==> config.mk <==
export PLATFORM = sky130hd
export DESIGN_NAME = spectrum_top4_peak_finder_unit
export DESIGN_NICKNAME = d
export VERILOG_FILES = /design/src/stpf_pkg.sv /design/src/spectrum_top4_peak_finder_unit.sv /design/src/stpf_front.sv /design/src/stpf_queue.sv /design/src/stpf_back.sv
export SDC_FILE = /design/constraint.sdc
export NUM_CORES = 1
export LEC_CHECK = 0
export BUFFER_PORTS_ARGS = -buffer_cell sky130_fd_sc_hd__buf_2
export CORE_MARGIN = 3
export CORE_UTILIZATION = 55
export CTS_CLUSTER_SIZE = 12
export DETAILED_ROUTE_END_ITERATION = 8
export GPL_TIMING_DRIVEN = 1
export HOLD_SLACK_MARGIN = 0.1
export PLACE_DENSITY = 0.72
export SYNTH_ARGS = -nofsm -noshare
export SYNTH_HDL_FRONTEND = slang
export SYNTH_SLANG_ARGS = --single-unit
==> constraint.sdc <==
create_clock -name clk -period 16.56 [get_ports clk]
set_clock_uncertainty 0.1 [all_clocks]
set_input_delay 0 -clock clk [delete_from_list [all_inputs] [get_ports clk]]
set_output_delay 0 -clock clk [all_outputs]
set_load 0.02 [all_outputs]
==> src/stpf_pkg.sv <==
// ----------------------------------------------------------------------------
// Spectrum top-four peak finder: shared definitions
// Widths, constants and the payload types passed between the front end, the
// frame queue and the result back end.
// ----------------------------------------------------------------------------
package stpf_pkg;

  // Frame geometry and number of ranked slots.
  localparam int FFT_SIZE_LOG2 = 10;
  localparam int PEAK_COUNT    = 4;

  // Field widths of the external payloads.
  localparam int MAG_W   = 16;
  localparam int RANK_W  = 2;
  localparam int BIN_W   = 10;
  localparam int FREQ_W  = 27;
  localparam int RATE_W  = 24;

  // Internal widths derived from the frame geometry.
  localparam int IDX_W   = FFT_SIZE_LOG2;
  localparam int CNT_W   = FFT_SIZE_LOG2 + 1;
  localparam int RCNT_W  = (PEAK_COUNT > 1) ? $clog2(PEAK_COUNT) : 1;
  localparam int PROD_W  = IDX_W + RATE_W;
  localparam int PROD10_W = PROD_W + 4;

  localparam logic [CNT_W-1:0]  FFT_SIZE      = CNT_W'(1) << FFT_SIZE_LOG2;
  localparam logic [RATE_W-1:0] RATE_RESET    = RATE_W'(1000000);
  localparam logic [FREQ_W-1:0] FREQ_MAX      = '1;

  // Depth of the queue of finished frames.
  localparam int QDEPTH  = 2;
  localparam int QPTR_W  = (QDEPTH > 1) ? $clog2(QDEPTH) : 1;
  localparam int QCNT_W  = $clog2(QDEPTH + 1);

  // One input bin.
  typedef struct packed {
    logic signed [MAG_W-1:0] magnitude_db;
    logic                    last_bin;
  } in_item_t;

  // One result item.
  typedef struct packed {
    logic [RANK_W-1:0] rank;
    logic [BIN_W-1:0]  bin_index;
    logic [FREQ_W-1:0] freq_tenth_hz;
    logic              no_data;
    logic              last_result;
  } out_item_t;

  // Summary of one finished frame: ranked bin indices, empty slots as zero.
  typedef struct packed {
    logic                              no_data;
    logic [PEAK_COUNT-1:0][IDX_W-1:0]  idx;
  } frame_t;

  // Queue occupancy flags.
  typedef struct packed {
    logic full;
    logic empty;
  } q_stat_t;

endpackage

==> src/spectrum_top4_peak_finder_unit.sv <==
// ----------------------------------------------------------------------------
// Spectrum top-four peak finder
// Streaming selection of the four largest bins of each spectrum frame.
// ----------------------------------------------------------------------------
// One magnitude bin is taken per clock cycle, with no gaps between frames;
// the bin position is counted internally, the DC bin and bins beyond the FFT
// size are skipped, and the four ranked slots are updated by four parallel
// comparators in the cycle the bin is taken. On the last bin a frame summary
// enters a two-entry queue, and the back end delivers its results one per
// cycle while the receiver is ready (four per frame, or a single no-data
// result for a frame of two bins or fewer), each through the multiply and
// output registers. Bin intake stalls only while the queue holds two
// undelivered frames, so a sustained rate of one bin per cycle is kept for
// frames of four bins or more with an always-ready receiver. The frequency
// path is one 10 x 24 bit multiplier followed by a scale by ten and a shift.
// ----------------------------------------------------------------------------
module spectrum_top4_peak_finder_unit import stpf_pkg::*; (
  input  logic              clk,
  input  logic              rst,
  input  logic              cfg_we,
  input  logic [RATE_W-1:0] cfg_wdata,
  input  logic              in_valid,
  output logic              in_ready,
  input  in_item_t          in_data,
  output logic              out_valid,
  input  logic              out_ready,
  output out_item_t         out_data
);

  q_stat_t q_stat;
  logic    push;
  frame_t  push_data;
  logic    pop;
  frame_t  head;

  // Bin intake and slot ranking.
  stpf_front u_front (
    .clk       (clk),
    .rst       (rst),
    .in_valid  (in_valid),
    .in_ready  (in_ready),
    .in_data   (in_data),
    .q_stat    (q_stat),
    .push      (push),
    .push_data (push_data)
  );

  // Queue of finished frames.
  stpf_queue u_queue (
    .clk       (clk),
    .rst       (rst),
    .push      (push),
    .push_data (push_data),
    .pop       (pop),
    .head      (head),
    .q_stat    (q_stat)
  );

  // Result generation and delivery.
  stpf_back u_back (
    .clk       (clk),
    .rst       (rst),
    .cfg_we    (cfg_we),
    .cfg_wdata (cfg_wdata),
    .head      (head),
    .q_stat    (q_stat),
    .pop       (pop),
    .out_valid (out_valid),
    .out_ready (out_ready),
    .out_data  (out_data)
  );

endmodule

==> src/stpf_front.sv <==
// ----------------------------------------------------------------------------
// Peak finder front end
// Counts bins, inserts each in-range bin into the ranked slots in the cycle
// it is taken and hands a frame summary to the queue on the last bin.
// ----------------------------------------------------------------------------
module stpf_front import stpf_pkg::*; (
  input  logic     clk,
  input  logic     rst,
  input  logic     in_valid,
  output logic     in_ready,
  input  in_item_t in_data,
  input  q_stat_t  q_stat,
  output logic     push,
  output frame_t   push_data
);

  logic signed [MAG_W-1:0] mag [PEAK_COUNT];
  logic [IDX_W-1:0]        idx [PEAK_COUNT];
  logic [PEAK_COUNT-1:0]   valid;
  logic [CNT_W-1:0]        bin_counter;

  logic signed [MAG_W-1:0] mag_next [PEAK_COUNT];
  logic [IDX_W-1:0]        idx_next [PEAK_COUNT];
  logic [PEAK_COUNT-1:0]   valid_next;
  logic signed [MAG_W-1:0] mag_up [PEAK_COUNT];
  logic [IDX_W-1:0]        idx_up [PEAK_COUNT];
  logic [PEAK_COUNT-1:0]   valid_up;
  logic [PEAK_COUNT-1:0]   cond;
  logic [PEAK_COUNT-1:0]   first;
  logic                    accept;
  logic                    do_ins;

  // A bin is taken whenever the queue has room for a frame summary.
  assign in_ready = !q_stat.full;
  assign accept   = in_valid && in_ready;
  assign do_ins   = (bin_counter != '0) && (bin_counter < FFT_SIZE);

  // Insertion: the slots are sorted, so the slots that lose to the new bin
  // form a tail; the first of them takes the bin and the rest shift down.
  always_comb begin
    mag_up[0]   = in_data.magnitude_db;
    idx_up[0]   = bin_counter[IDX_W-1:0];
    valid_up[0] = 1'b1;
    for (int j = 1; j < PEAK_COUNT; j++) begin
      mag_up[j]   = mag[j-1];
      idx_up[j]   = idx[j-1];
      valid_up[j] = valid[j-1];
    end
    for (int j = 0; j < PEAK_COUNT; j++) begin
      cond[j] = !valid[j] || (in_data.magnitude_db > mag[j]);
    end
    first = cond & ~(cond << 1);
    for (int j = 0; j < PEAK_COUNT; j++) begin
      if (do_ins && first[j]) begin
        mag_next[j]   = in_data.magnitude_db;
        idx_next[j]   = bin_counter[IDX_W-1:0];
        valid_next[j] = 1'b1;
      end else if (do_ins && cond[j]) begin
        mag_next[j]   = mag_up[j];
        idx_next[j]   = idx_up[j];
        valid_next[j] = valid_up[j];
      end else begin
        mag_next[j]   = mag[j];
        idx_next[j]   = idx[j];
        valid_next[j] = valid[j];
      end
    end
  end

  // Frame summary taken from the slots as they stand after the last bin.
  always_comb begin
    push              = accept && in_data.last_bin;
    push_data.no_data = (bin_counter <= CNT_W'(1));
    for (int j = 0; j < PEAK_COUNT; j++) begin
      push_data.idx[j] = valid_next[j] ? idx_next[j] : '0;
    end
  end

  // Slot payload registers.
  always_ff @(posedge clk) begin
    if (accept) begin
      for (int j = 0; j < PEAK_COUNT; j++) begin
        mag[j] <= mag_next[j];
        idx[j] <= idx_next[j];
      end
    end
  end

  // Slot valid bits and bin counter, cleared at the end of each frame.
  always_ff @(posedge clk) begin
    if (rst) begin
      valid       <= '0;
      bin_counter <= '0;
    end else if (accept) begin
      if (in_data.last_bin) begin
        valid       <= '0;
        bin_counter <= '0;
      end else begin
        valid <= valid_next;
        if (bin_counter < FFT_SIZE) begin
          bin_counter <= bin_counter + CNT_W'(1);
        end
      end
    end
  end

endmodule

==> src/stpf_queue.sv <==
// ----------------------------------------------------------------------------
// Peak finder frame queue
// A short first-in first-out store of frame summaries that decouples the
// bin intake from result delivery.
// ----------------------------------------------------------------------------
module stpf_queue import stpf_pkg::*; (
  input  logic    clk,
  input  logic    rst,
  input  logic    push,
  input  frame_t  push_data,
  input  logic    pop,
  output frame_t  head,
  output q_stat_t q_stat
);

  frame_t              store [QDEPTH];
  logic [QPTR_W-1:0]   wr_ptr;
  logic [QPTR_W-1:0]   rd_ptr;
  logic [QCNT_W-1:0]   count;
  logic                do_push;
  logic                do_pop;

  assign q_stat.full  = (count == QCNT_W'(QDEPTH));
  assign q_stat.empty = (count == '0);
  assign do_push      = push && !q_stat.full;
  assign do_pop       = pop && !q_stat.empty;
  assign head         = store[rd_ptr];

  // Entry storage.
  always_ff @(posedge clk) begin
    if (do_push) begin
      store[wr_ptr] <= push_data;
    end
  end

  // Pointers and fill count.
  always_ff @(posedge clk) begin
    if (rst) begin
      wr_ptr <= '0;
      rd_ptr <= '0;
      count  <= '0;
    end else begin
      if (do_push) begin
        wr_ptr <= (wr_ptr == QPTR_W'(QDEPTH - 1)) ? '0 : wr_ptr + QPTR_W'(1);
      end
      if (do_pop) begin
        rd_ptr <= (rd_ptr == QPTR_W'(QDEPTH - 1)) ? '0 : rd_ptr + QPTR_W'(1);
      end
      case ({do_push, do_pop})
        2'b10:   count <= count + QCNT_W'(1);
        2'b01:   count <= count - QCNT_W'(1);
        default: count <= count;
      endcase
    end
  end

endmodule

==> src/stpf_back.sv <==
// ----------------------------------------------------------------------------
// Peak finder result back end
// Walks a frame summary rank by rank, converts each bin index to a frequency
// in a two-stage pipeline and holds the result in an output register.
// ----------------------------------------------------------------------------
module stpf_back import stpf_pkg::*; (
  input  logic              clk,
  input  logic              rst,
  input  logic              cfg_we,
  input  logic [RATE_W-1:0] cfg_wdata,
  input  frame_t            head,
  input  q_stat_t           q_stat,
  output logic              pop,
  output logic              out_valid,
  input  logic              out_ready,
  output out_item_t         out_data
);

  logic [RATE_W-1:0]   sample_rate;
  logic [RCNT_W-1:0]   rank_cnt;

  // Issue stage signals.
  logic                issue;
  logic [IDX_W-1:0]    iss_idx;
  logic                iss_last;

  // Multiply stage registers.
  logic                s1_valid;
  logic [RCNT_W-1:0]   s1_rank;
  logic [IDX_W-1:0]    s1_idx;
  logic                s1_no_data;
  logic                s1_last;
  logic [PROD_W-1:0]   s1_prod;
  logic                s1_ready;
  logic                out_free;

  logic [PROD10_W-1:0] prod10;
  logic [PROD10_W-1:0] freq_full;
  logic [FREQ_W-1:0]   freq_sat;

  // Sample rate register.
  always_ff @(posedge clk) begin
    if (rst) begin
      sample_rate <= RATE_RESET;
    end else if (cfg_we) begin
      sample_rate <= cfg_wdata;
    end
  end

  // Issue: one rank per cycle, while the multiply stage can take it, from the frame at the head of the queue.
  assign out_free = !out_valid || out_ready;
  assign s1_ready = !s1_valid || out_free;
  assign issue    = !q_stat.empty && s1_ready;
  assign iss_idx  = head.no_data ? '0 : head.idx[rank_cnt];
  assign iss_last = head.no_data || (rank_cnt == RCNT_W'(PEAK_COUNT - 1));
  assign pop      = issue && iss_last;

  always_ff @(posedge clk) begin
    if (rst) begin
      rank_cnt <= '0;
    end else if (issue) begin
      rank_cnt <= iss_last ? '0 : rank_cnt + RCNT_W'(1);
    end
  end

  // Multiply stage: bin index times sample rate.
  always_ff @(posedge clk) begin
    if (rst) begin
      s1_valid <= 1'b0;
    end else if (s1_ready) begin
      s1_valid <= issue;
    end
  end

  always_ff @(posedge clk) begin
    if (issue) begin
      s1_rank    <= rank_cnt;
      s1_idx     <= iss_idx;
      s1_no_data <= head.no_data;
      s1_last    <= iss_last;
      s1_prod    <= PROD_W'(iss_idx) * PROD_W'(sample_rate);
    end
  end

  // Scale by ten, divide by the FFT size and saturate.
  always_comb begin
    prod10    = (PROD10_W'(s1_prod) << 3) + (PROD10_W'(s1_prod) << 1);
    freq_full = prod10 >> FFT_SIZE_LOG2;
    freq_sat  = (freq_full > PROD10_W'(FREQ_MAX)) ? FREQ_MAX : FREQ_W'(freq_full);
  end

  // Output register.
  always_ff @(posedge clk) begin
    if (rst) begin
      out_valid <= 1'b0;
    end else if (out_free) begin
      out_valid <= s1_valid;
    end
  end

  always_ff @(posedge clk) begin
    if (out_free && s1_valid) begin
      out_data.rank          <= RANK_W'(s1_rank);
      out_data.bin_index     <= BIN_W'(s1_idx);
      out_data.freq_tenth_hz <= freq_sat;
      out_data.no_data       <= s1_no_data;
      out_data.last_result   <= s1_last;
    end
  end

endmodule

==> results of run 1 <==
==> worst max-delay path: cells and delay by family (launching register included) <==
kind                       cells  cell delay [ns]
adders and majority gates      6             3.07
AOI/OAI and AO/OA              8             1.82
DFF                            1             1.00
muxes                          2             0.60
buffers and inverters          3             0.32
and+or+nand+nor                2             0.27
xor gates and xnor gates       1             0.15
==> how the worst min path moves through the flow <==
stage | start | to | depth (start not counted)
after floorplan | in_data[1] | u_front.mag[0][0] | 0
after global placement | cfg_wdata[19] | u_back.sample_rate[19] | 2
after detailed placement | cfg_wdata[18] | u_back.sample_rate[18] | 2
after CTS | in_data[11] | u_front.mag[0][10] | 2
after global routing | in_data[5] | u_front.mag[0][4] | 2
final | in_data[10] | u_front.mag[0][9] | 2
==> power breakdown <==
group	leakage, nW	internal, mW	switching, mW
combinational	8.11	0.873	1.28
sequential	3.00	1.22	0.0932
clock	0.589	0.461	0.342
total	11.7	2.55	1.72
==> cell type report <==
type	count	area, sq um	share of cell area
multi-input cells	1404	12600	0.480
flip-flops and latches	323	9220	0.350
repair buffers	212	1630	0.0619
clock buffers	53	1080	0.0410
inverters	259	972	0.0369
well taps	532	666	0.0253
clock inverters	16	128	0.00485
==> metrics by stage <==
step | util | total power, mW | cell area, sq um
2_1_floorplan | - | 2.97 | 23200
3_3_place_gp | 0.585 | 3.36 | 24100
3_5_place_dp | 0.585 | 3.45 | 24100
4_1_cts | 0.639 | 4.29 | 26300
5_1_grt | 0.639 | 4.63 | 26300
6_report | 0.639 | 4.27 | 26300
==> flip-flops by register name, indices dropped and copies added, names as in the netlist, 4 cells and up, named ones only <==
register / count
u_front.mag: 64
u_front.idx: 40
u_front.valid: 4
u_back.out_data: 41
u_back.s1_idx: 10
u_back.sample_rate: 24
u_front.bin_counter: 11
u_queue.store: 82
u_back.s1_prod: 34
==> cells by family after synthesis <==
kind of cell	count (synthesis)	share of synthesized area
compound gates	297	0.0828
xor+xnor	59	0.0223
fa+ha+maj	343	0.241
buf+inv	347	0.0584
flops	323	0.397
mux	139	0.0762
simple gates	566	0.122
==> layout by cell type (no fill, tap or decap), drive strengths merged, types with 53 or more instances in the layout <==
cell type and count:
nand2 194, edfxtp 275, mux2 60, inv 261, clkbuf 53, a21oi 116
buf 109, ha 169, mux2i 59, and2 127, dlygate4sd3 103, fa 174
nor2 109
==> per-layer routing <==
layer / track usage / vias up
met5: 0 / -
met4: 0.0915 / 2
met3: 0.0391 / 141
met2: 0.400 / 434
met1: 0.291 / 7645
li1: - / 7430
==> synthesized netlist by cell type, drive strengths merged, types with 5 or more instances <==
master	count
a21o	40
mux4	20
mux2i	59
o21bai	9
inv	258
xnor2	39
fa	174
a211oi	27
buf	25
xor2	20
and3	7
o21ai	44
o21a	7
nor2b	33
a31oi	5
mux2	60
nand2b	14
edfxtp	275
ha	169
dfxtp	48
or2	12
a41o	6
o211ai	5
clkbuf	63
nand4	21
and2	127
nand3	19
nand2	194
or3	7
a211o	10
nor2	109
nor3	7
a21oi	116
==> timing repair <==
| action | in CTS | in global routing |
|---|---|---|
| hold endpoints to repair | 104 | 0 |
| setup buffers | 0 | 0 |
| hold buffers | 103 | 0 |
==> summary by stage, run 1 <==
STA
Setup repair after global routing left no endpoint under its margin. The tightest hold margin is a little under 0.2 ns. The highest attainable clock frequency is approximately 0.13 GHz. The share of the clock period used by the worst path is 0.460.

The final critical-path required period is between 7 and 8 ns. For the pin with the worst max-slew slack, the measured transition is about 1.2 ns. Setup violations remaining at the end of the flow were counted as 0. The final number of hold-violating endpoints is 0. Once routing completed, OpenROAD measured the worst setup slack at between 8 and 9 ns.

Setup total negative slack on the finished layout was measured at 0 ns. The number of max-slew violations in the final report is 0. The worst relative slew slack is 0.210.

Detailed routing
The routed design uses ~24,000 um of met2 wire. Dividing the detail-routed via count by the number of cells gives 5.59. The detailed router placed roughly 16k vias in this run. Detailed routing placed a total of between 2000 and 3000 um of wire on met3. Routed signal wires occupy layers up through met5. The number of violations reported at the end of detailed-routing iteration 0 is 889. Dividing the detail-routed wire length by the instance count gives ~18 um. The number of iterations in the first detailed-routing pass is 5. For this block, the routed nets add up to between 40,000 and 50,000 um of wire. The wire length on met1 is between 20,000 and 25,000 um.

The number of routed nets with antenna violations is 0. The DRC violation count after routing is 0.

Clock tree
The maximum level of the CTS H-tree is 2. TritonCTS built the clock tree. Once the clock tree was built, the resizer swapped 0 gates to a different size. The clock passes through at most 3 buffers. Counting the buffers created by CTS gives 38. After clock tree synthesis, the clock-pin slew on the worst setup and hold paths is around 0.06 ns. The clock latency on the worst-skew pair is about 0.57 ns. The number of sinks driven by the clock tree is about 320. The cell chosen for the clock root is sky130_fd_sc_hd__clkbuf_16.

Min path
The kind of path behind the tightest hold check is input port to flop.

Critical path
On the worst path, the slowest cell contributes a delay of 1.00 ns. Of all nets on the critical path, the largest fanout is 25. Walking the worst path, the cells encountered are mux4_2 > mux2i_1 > nor2_1 > buf_4 > and2_1 > fa_1 > fa_1 > fa_1 > fa_1 > inv_1 > fa_1 > inv_1 > ha_1 > a21oi_1 > o211ai_1 > a221o_1 > a21o_1 > a41oi_1 > o21ai_0 > a21oi_1 > o21ai_1 > xor2_1. The slowest library cell on the worst path is sky130_fd_sc_hd__dfxtp_1. The setup check on the worst reg-to-reg path leaves a slack of between 8 and 9 ns. At the worst endpoint, the required time is about 17 ns.

The reg-to-reg critical path endpoint is u_back.s1_prod[32]. The most prevalent standard cell on the critical path is sky130_fd_sc_hd__fa_1. STA classifies the critical path startpoint as a flop. In this run the critical register-to-register path is launched from u_back.rank_cnt[0]. STA puts the critical path data arrival time at ~7.8 ns. The termination of the worst setup path is u_back.s1_prod[32]. By startpoint and endpoint, the worst setup path is classified as flop to flop. The critical path starts at u_back.rank_cnt[0]. The worst reg2reg path depth is 22. The worst setup path is captured at a flop.

Synth
The synthesized design contains 275 enable-type register cells. For this run, the number of Yosys warnings is 0. The number of nets in the synthesized netlist is approximately 2.5k. The share of synthesized area in the top cell type comes to 0.356.

Synthesis inferred 323 register bits. Summing every instance area after synthesis gives roughly 23,000 sq um. For this run, the register share of the synthesized area comes to 0.397. sky130_fd_sc_hd__edfxtp_1 takes more of the synthesized area than any other cell. The dominant register cell in the synthesized netlist is sky130_fd_sc_hd__edfxtp_1.

Yosys attributes the largest share of cell area to sky130_fd_sc_hd__edfxtp_1 (36%), sky130_fd_sc_hd__fa_1 (15%), sky130_fd_sc_hd__ha_1 (9.1%). Dividing the synthesized area by the synthesized cell count gives between 10 and 15 sq um. The number of instances in the synthesized netlist is ~2.1k. The share of synthesized flip-flops with an asynchronous set or reset is 0.

After synthesis, the netlist uses slightly below 80 different library cells.

Pwr
In this run the power density over the cells is around 160 nW/um^2. The leakage dissipation is 11.7 nW. Across the VDD grid, the largest voltage drop is approximately 0.097 mV.

Global routing
The number of antenna violations at the first check in global routing is 1. The first global-routing pass estimated ~83,000 um of wire. The number of global-route vias before repair is 16.8k. For this run the aggregate overflow at the end of global routing stands at 0.

The pin count of the biggest net entering global routing is 49. Across every metal layer, demand over resource in global routing totals 0.231.

Floorplanning
The initial standard-cell utilization of the core is 0.563. The core region is 41,200 sq um. For this design the top-level I/O count stands at between 80 and 90. The horizontal die dimension is approximately 210 um. The die outline area is ~45,000 sq um.

Row generation in the floorplan step produced 74 rows. From bottom edge to top edge, the die measures roughly 210 um.

Cells and area
In the final layout, the share of cells above drive strength 1 is 0.112. The area added between synthesis and finish is 13.5%. After the last flow step, the layout net total stands at 2,627.

The filler cell count in the final layout is 3,164. The antenna cell count is 0. The number of standard cells in the layout, taps in and fillers out is about 2.8k.

Placed design
Detailed placement finished with a half-perimeter wire length of 35,500 um. The post-placement worst setup slack is approximately 9 ns. The count of buffers from port buffering is 88.

The global placement routability congestion is 0.864. In this run, placement finished with an instance count of around 2.6k.

Job
The reported max-cap violation count is 0.

Outcome
The run finished with clean final reports.
Power figures use the tool's default switching activity.
==> inputs of run 2 (changes only) <==
--- a/config.mk
+++ b/config.mk
@@ -12,7 +12,7 @@
 export DETAILED_ROUTE_END_ITERATION = 8
 export GPL_TIMING_DRIVEN = 1
 export HOLD_SLACK_MARGIN = 0.1
-export PLACE_DENSITY = 0.72
+export PLACE_DENSITY = 0.75
 export SYNTH_ARGS = -nofsm -noshare
 export SYNTH_HDL_FRONTEND = slang
 export SYNTH_SLANG_ARGS = --single-unit
==> constraint.sdc (replaced) <==
create_clock -name clk -period 6.3 [get_ports clk]
set_clock_uncertainty 0.1 [all_clocks]
set_input_delay 0 -clock clk [delete_from_list [all_inputs] [get_ports clk]]
set_output_delay 0 -clock clk [all_outputs]
set_load 0.02 [all_outputs]
==> run 2 against run 1 <==
  * The flow now finishes with violations (negative setup slack)
  * Clock power grew to 2.7 times the previous value
  * Non-clock buffer count grew 146
  * Via count grew 6.2%
  * Critical path type unchanged
  * Critical endpoint is now u_back.s1_prod[31]
==> summary by stage, run 2 (same netlist as run 1, synthesis figures left out) <==
Floorplanning
The number of placement rows came to 74 (unchanged). The horizontal die dimension was 211 um (unchanged). The number of ports placed on the die boundary came to 89 (unchanged). The placeable core region is 41,200 sq um (unchanged). The overall die height is 211 um (unchanged). The initial standard-cell utilization of the core is 0.563 (unchanged). The die outline area is 44,700 sq um (unchanged).

STA
The final critical-path required period is 6.70 ns (-0.912 ns). The setup slack of the critical path after layout is -0.399 ns (-9.35 ns). The share of the clock period used by the worst path came to 1.06 (+0.604). The worst relative slew slack is 0.201 (-0.00929). The final number of hold-violating endpoints is 0 (unchanged). The slew at the pin with the worst max-slew slack is 1.20 ns (+0.0139 ns). The tightest hold margin is 0.187 ns (-0.00567 ns). Setup repair after global routing could not meet its margin everywhere. The highest attainable clock frequency came to 0.149 GHz (+14%). The number of max-slew violations in the final report is 0 (unchanged).

The final total negative setup slack is -3.33 ns (-3.33 ns). The final-report setup violation count is 15 (+15).

Min path
The min-delay analysis places its worst path in the category input port to flop. The cell depth of the worst min-delay path is 2 (unchanged). The critical hold path startpoint is in_data[12].

The path with the worst hold slack has its endpoint at u_front.mag[0][11].

Cells and area
The number of flip-flops in the largest register was 82 (unchanged). The utilization after layout is 0.686 (+0.0465). In the final layout, the registers with the most flip-flops are u_queue.store x82, u_front.mag x64, u_back.out_data x41. u_queue.store holds more flip-flops than any other register.

The area used by sequential logic in the layout came to 9220 sq um (about the same). The total area of multi-input combinational cells is 13,300 sq um (+5.0%). The filler cell count in the final layout was 2,797 (-12%). The number of nets in the layout was 2,778 (+5.7%). The ratio of cells with drive above 1 in the final layout is 0.219 (+0.106).

The number of standard cells in the layout, taps in and fillers out is 2,948 (+5.3%). The antenna cell count is 0 (unchanged). The area added between synthesis and finish is 21.8%. The library cells used most frequently in the layout, excluding fill and tap cells, are sky130_fd_sc_hd__edfxtp_1 (275), sky130_fd_sc_hd__inv_1 (238), sky130_fd_sc_hd__nand2_1 (189). The most common cell after layout, fill and taps aside is sky130_fd_sc_hd__edfxtp_1.

Critical path
The maximum fanout along the worst path is 5 (-80%). The kind of end point of the critical path is a flop. The worst reg2reg path depth was 26 (+18%).

The reg-to-reg setup timing slack is -0.40 ns (-9.35 ns). The slowest library cell on the worst path is sky130_fd_sc_hd__fa_1. The required arrival time at the worst endpoint is 6.50 ns (-10.27 ns). In this design, the critical path's most frequently occurring cell is sky130_fd_sc_hd__fa_1.

The data arrival time of the critical path was 6.90 ns (-0.93 ns). The path type of the worst setup path is flop to flop. The reg-to-reg critical path endpoint is u_back.s1_prod[31]. The maximum single-stage delay on the critical path came to 0.56 ns (-0.44 ns). The critical path startpoint category is a flop.

Clock tree
The clock edge transition at the registers on the reported setup and hold paths is 0.06 ns (about the same). The clock latency on the worst-skew pair is 0.56 ns (about the same). The maximum buffer depth of the clock tree was 3 (unchanged). The number of sinks driven by the clock tree was 323 (unchanged). TritonCTS built the clock tree. The cell chosen for the clock root is sky130_fd_sc_hd__clkbuf_16. The clock buffer count from CTS was 38 (unchanged). The maximum level of the CTS H-tree is 2 (unchanged).

Detailed routing
The number of iterations in the first detailed-routing pass is 6 (+1). The final routed wire length divided by cell count is 18.7 um (+4.9%). The DRC violation count after routing came to 0 (unchanged). The count of vias placed by the detailed router is 16.6k (+6.2%).

The mean number of vias per cell is 5.64 (+0.82%). The total detailed-routing wirelength is 55,000 um (+11%). The number of routed nets with antenna violations is 0 (unchanged). The number of violations reported at the end of detailed-routing iteration 0 is 988 (+11%).

Job
The reported max-cap violation count was 0 (unchanged).

Placed design
The placed cell count was 2,723 (+3.7%). The count of buffers from port buffering is 88 (unchanged). The global placement routability congestion was 0.925 (+7.0%).

The post-placement worst setup slack is -0.391 ns (-9.43 ns). The total half-perimeter wirelength after legalization and detailed placement was 37,400 um (+5.4%).

Global routing
The global-route wire length before repair came to 87,500 um (+5.2%). The total track usage is 0.245 (+0.0138). The number of antenna violations at the first check in global routing is 0 (-1). The pin count of the biggest net entering global routing is 49 (unchanged). The remaining global-route overflow was 0 (unchanged). The number of global-route vias before repair is 17.2k (+2.5%).

Outcome
The run finished, with violations left. The checks that failed: negative setup slack.

Pwr
The maximum resistive drop on vdd came to 0.367 mV (+280%). The power per standard cell area is 456 nW/um^2 (+180%). The leakage dissipation is 12.6 nW (+7.4%).
## run 2: stage by stage
| stage | power [mW] | cell area (sq um) |
|---|---|---|
| floorplan | 8.04 | 23400 |
| global route | 13.9 | 28300 |
| global placement | 9.59 | 25100 |
| finish | 12.9 | 28300 |
| CTS | 12.5 | 27800 |
| detailed placement | 9.87 | 25100 |
## run 2: cell type report
type / count / share of cell area
flip-flops and latches: 323 / 0.326
well taps: 532 / 0.0236
inverters: 259 / 0.0344
clock inverters: 13 / 0.00438
repair buffers: 358 / 0.103
clock buffers: 54 / 0.0386
multi-input cells: 1409 / 0.470
## run 2: worst max-delay path by stage
stage,from,end,cells past startpoint
after detailed placement,flop,u_back.s1_prod[32],25
final,flop,u_back.s1_prod[31],26
after global routing,flop,u_back.s1_prod[30],25
after global placement,flop,u_back.s1_prod[30],24
after CTS,flop,u_back.s1_prod[33],26
after floorplan,flop,u_back.s1_prod[33],24
## run 2: routing by layer
| metal | part of all wire | GRT usage | vias up |
|---|---|---|---|
| li1 | - | - | 7746 |
| met1 | 0.40 | 0.307 | 8176 |
| met2 | 0.51 | 0.435 | 557 |
| met3 | 0.057 | 0.0356 | 141 |
| met4 | 0.037 | 0.0864 | 0 |
| met5 | 0 | 0 | - |
## run 2: critical path, delay by kind of cell, from the launching register on
kind	cells	cell delay (ns)
adders and majority gates	6	2.92
xor gates and xnor gates	1	0.12
and+or+nand+nor	6	0.70
AOI/OAI and AO/OA	4	0.62
DFF	1	0.40
muxes	2	0.76
buffers and inverters	7	0.79
## run 2: report_power, final
| group | switching, mW | total (mW) | internal [mW] |
|---|---|---|---|
| logic | 3.99 | 7.32 | 3.33 |
| registers | 0.233 | 3.43 | 3.20 |
| clock network | 0.881 | 2.13 | 1.25 |
## run 2: repair_timing
item | in CTS | in global routing
setup buffers | 29 | 34
gates cloned | 5 | 3
endpoints found under the hold margin | 104 | 0
endpoints found under the setup margin | 15 | 20
hold buffers | 95 | 0
resized for setup | 86 | 65
pin swaps | 43 | 78
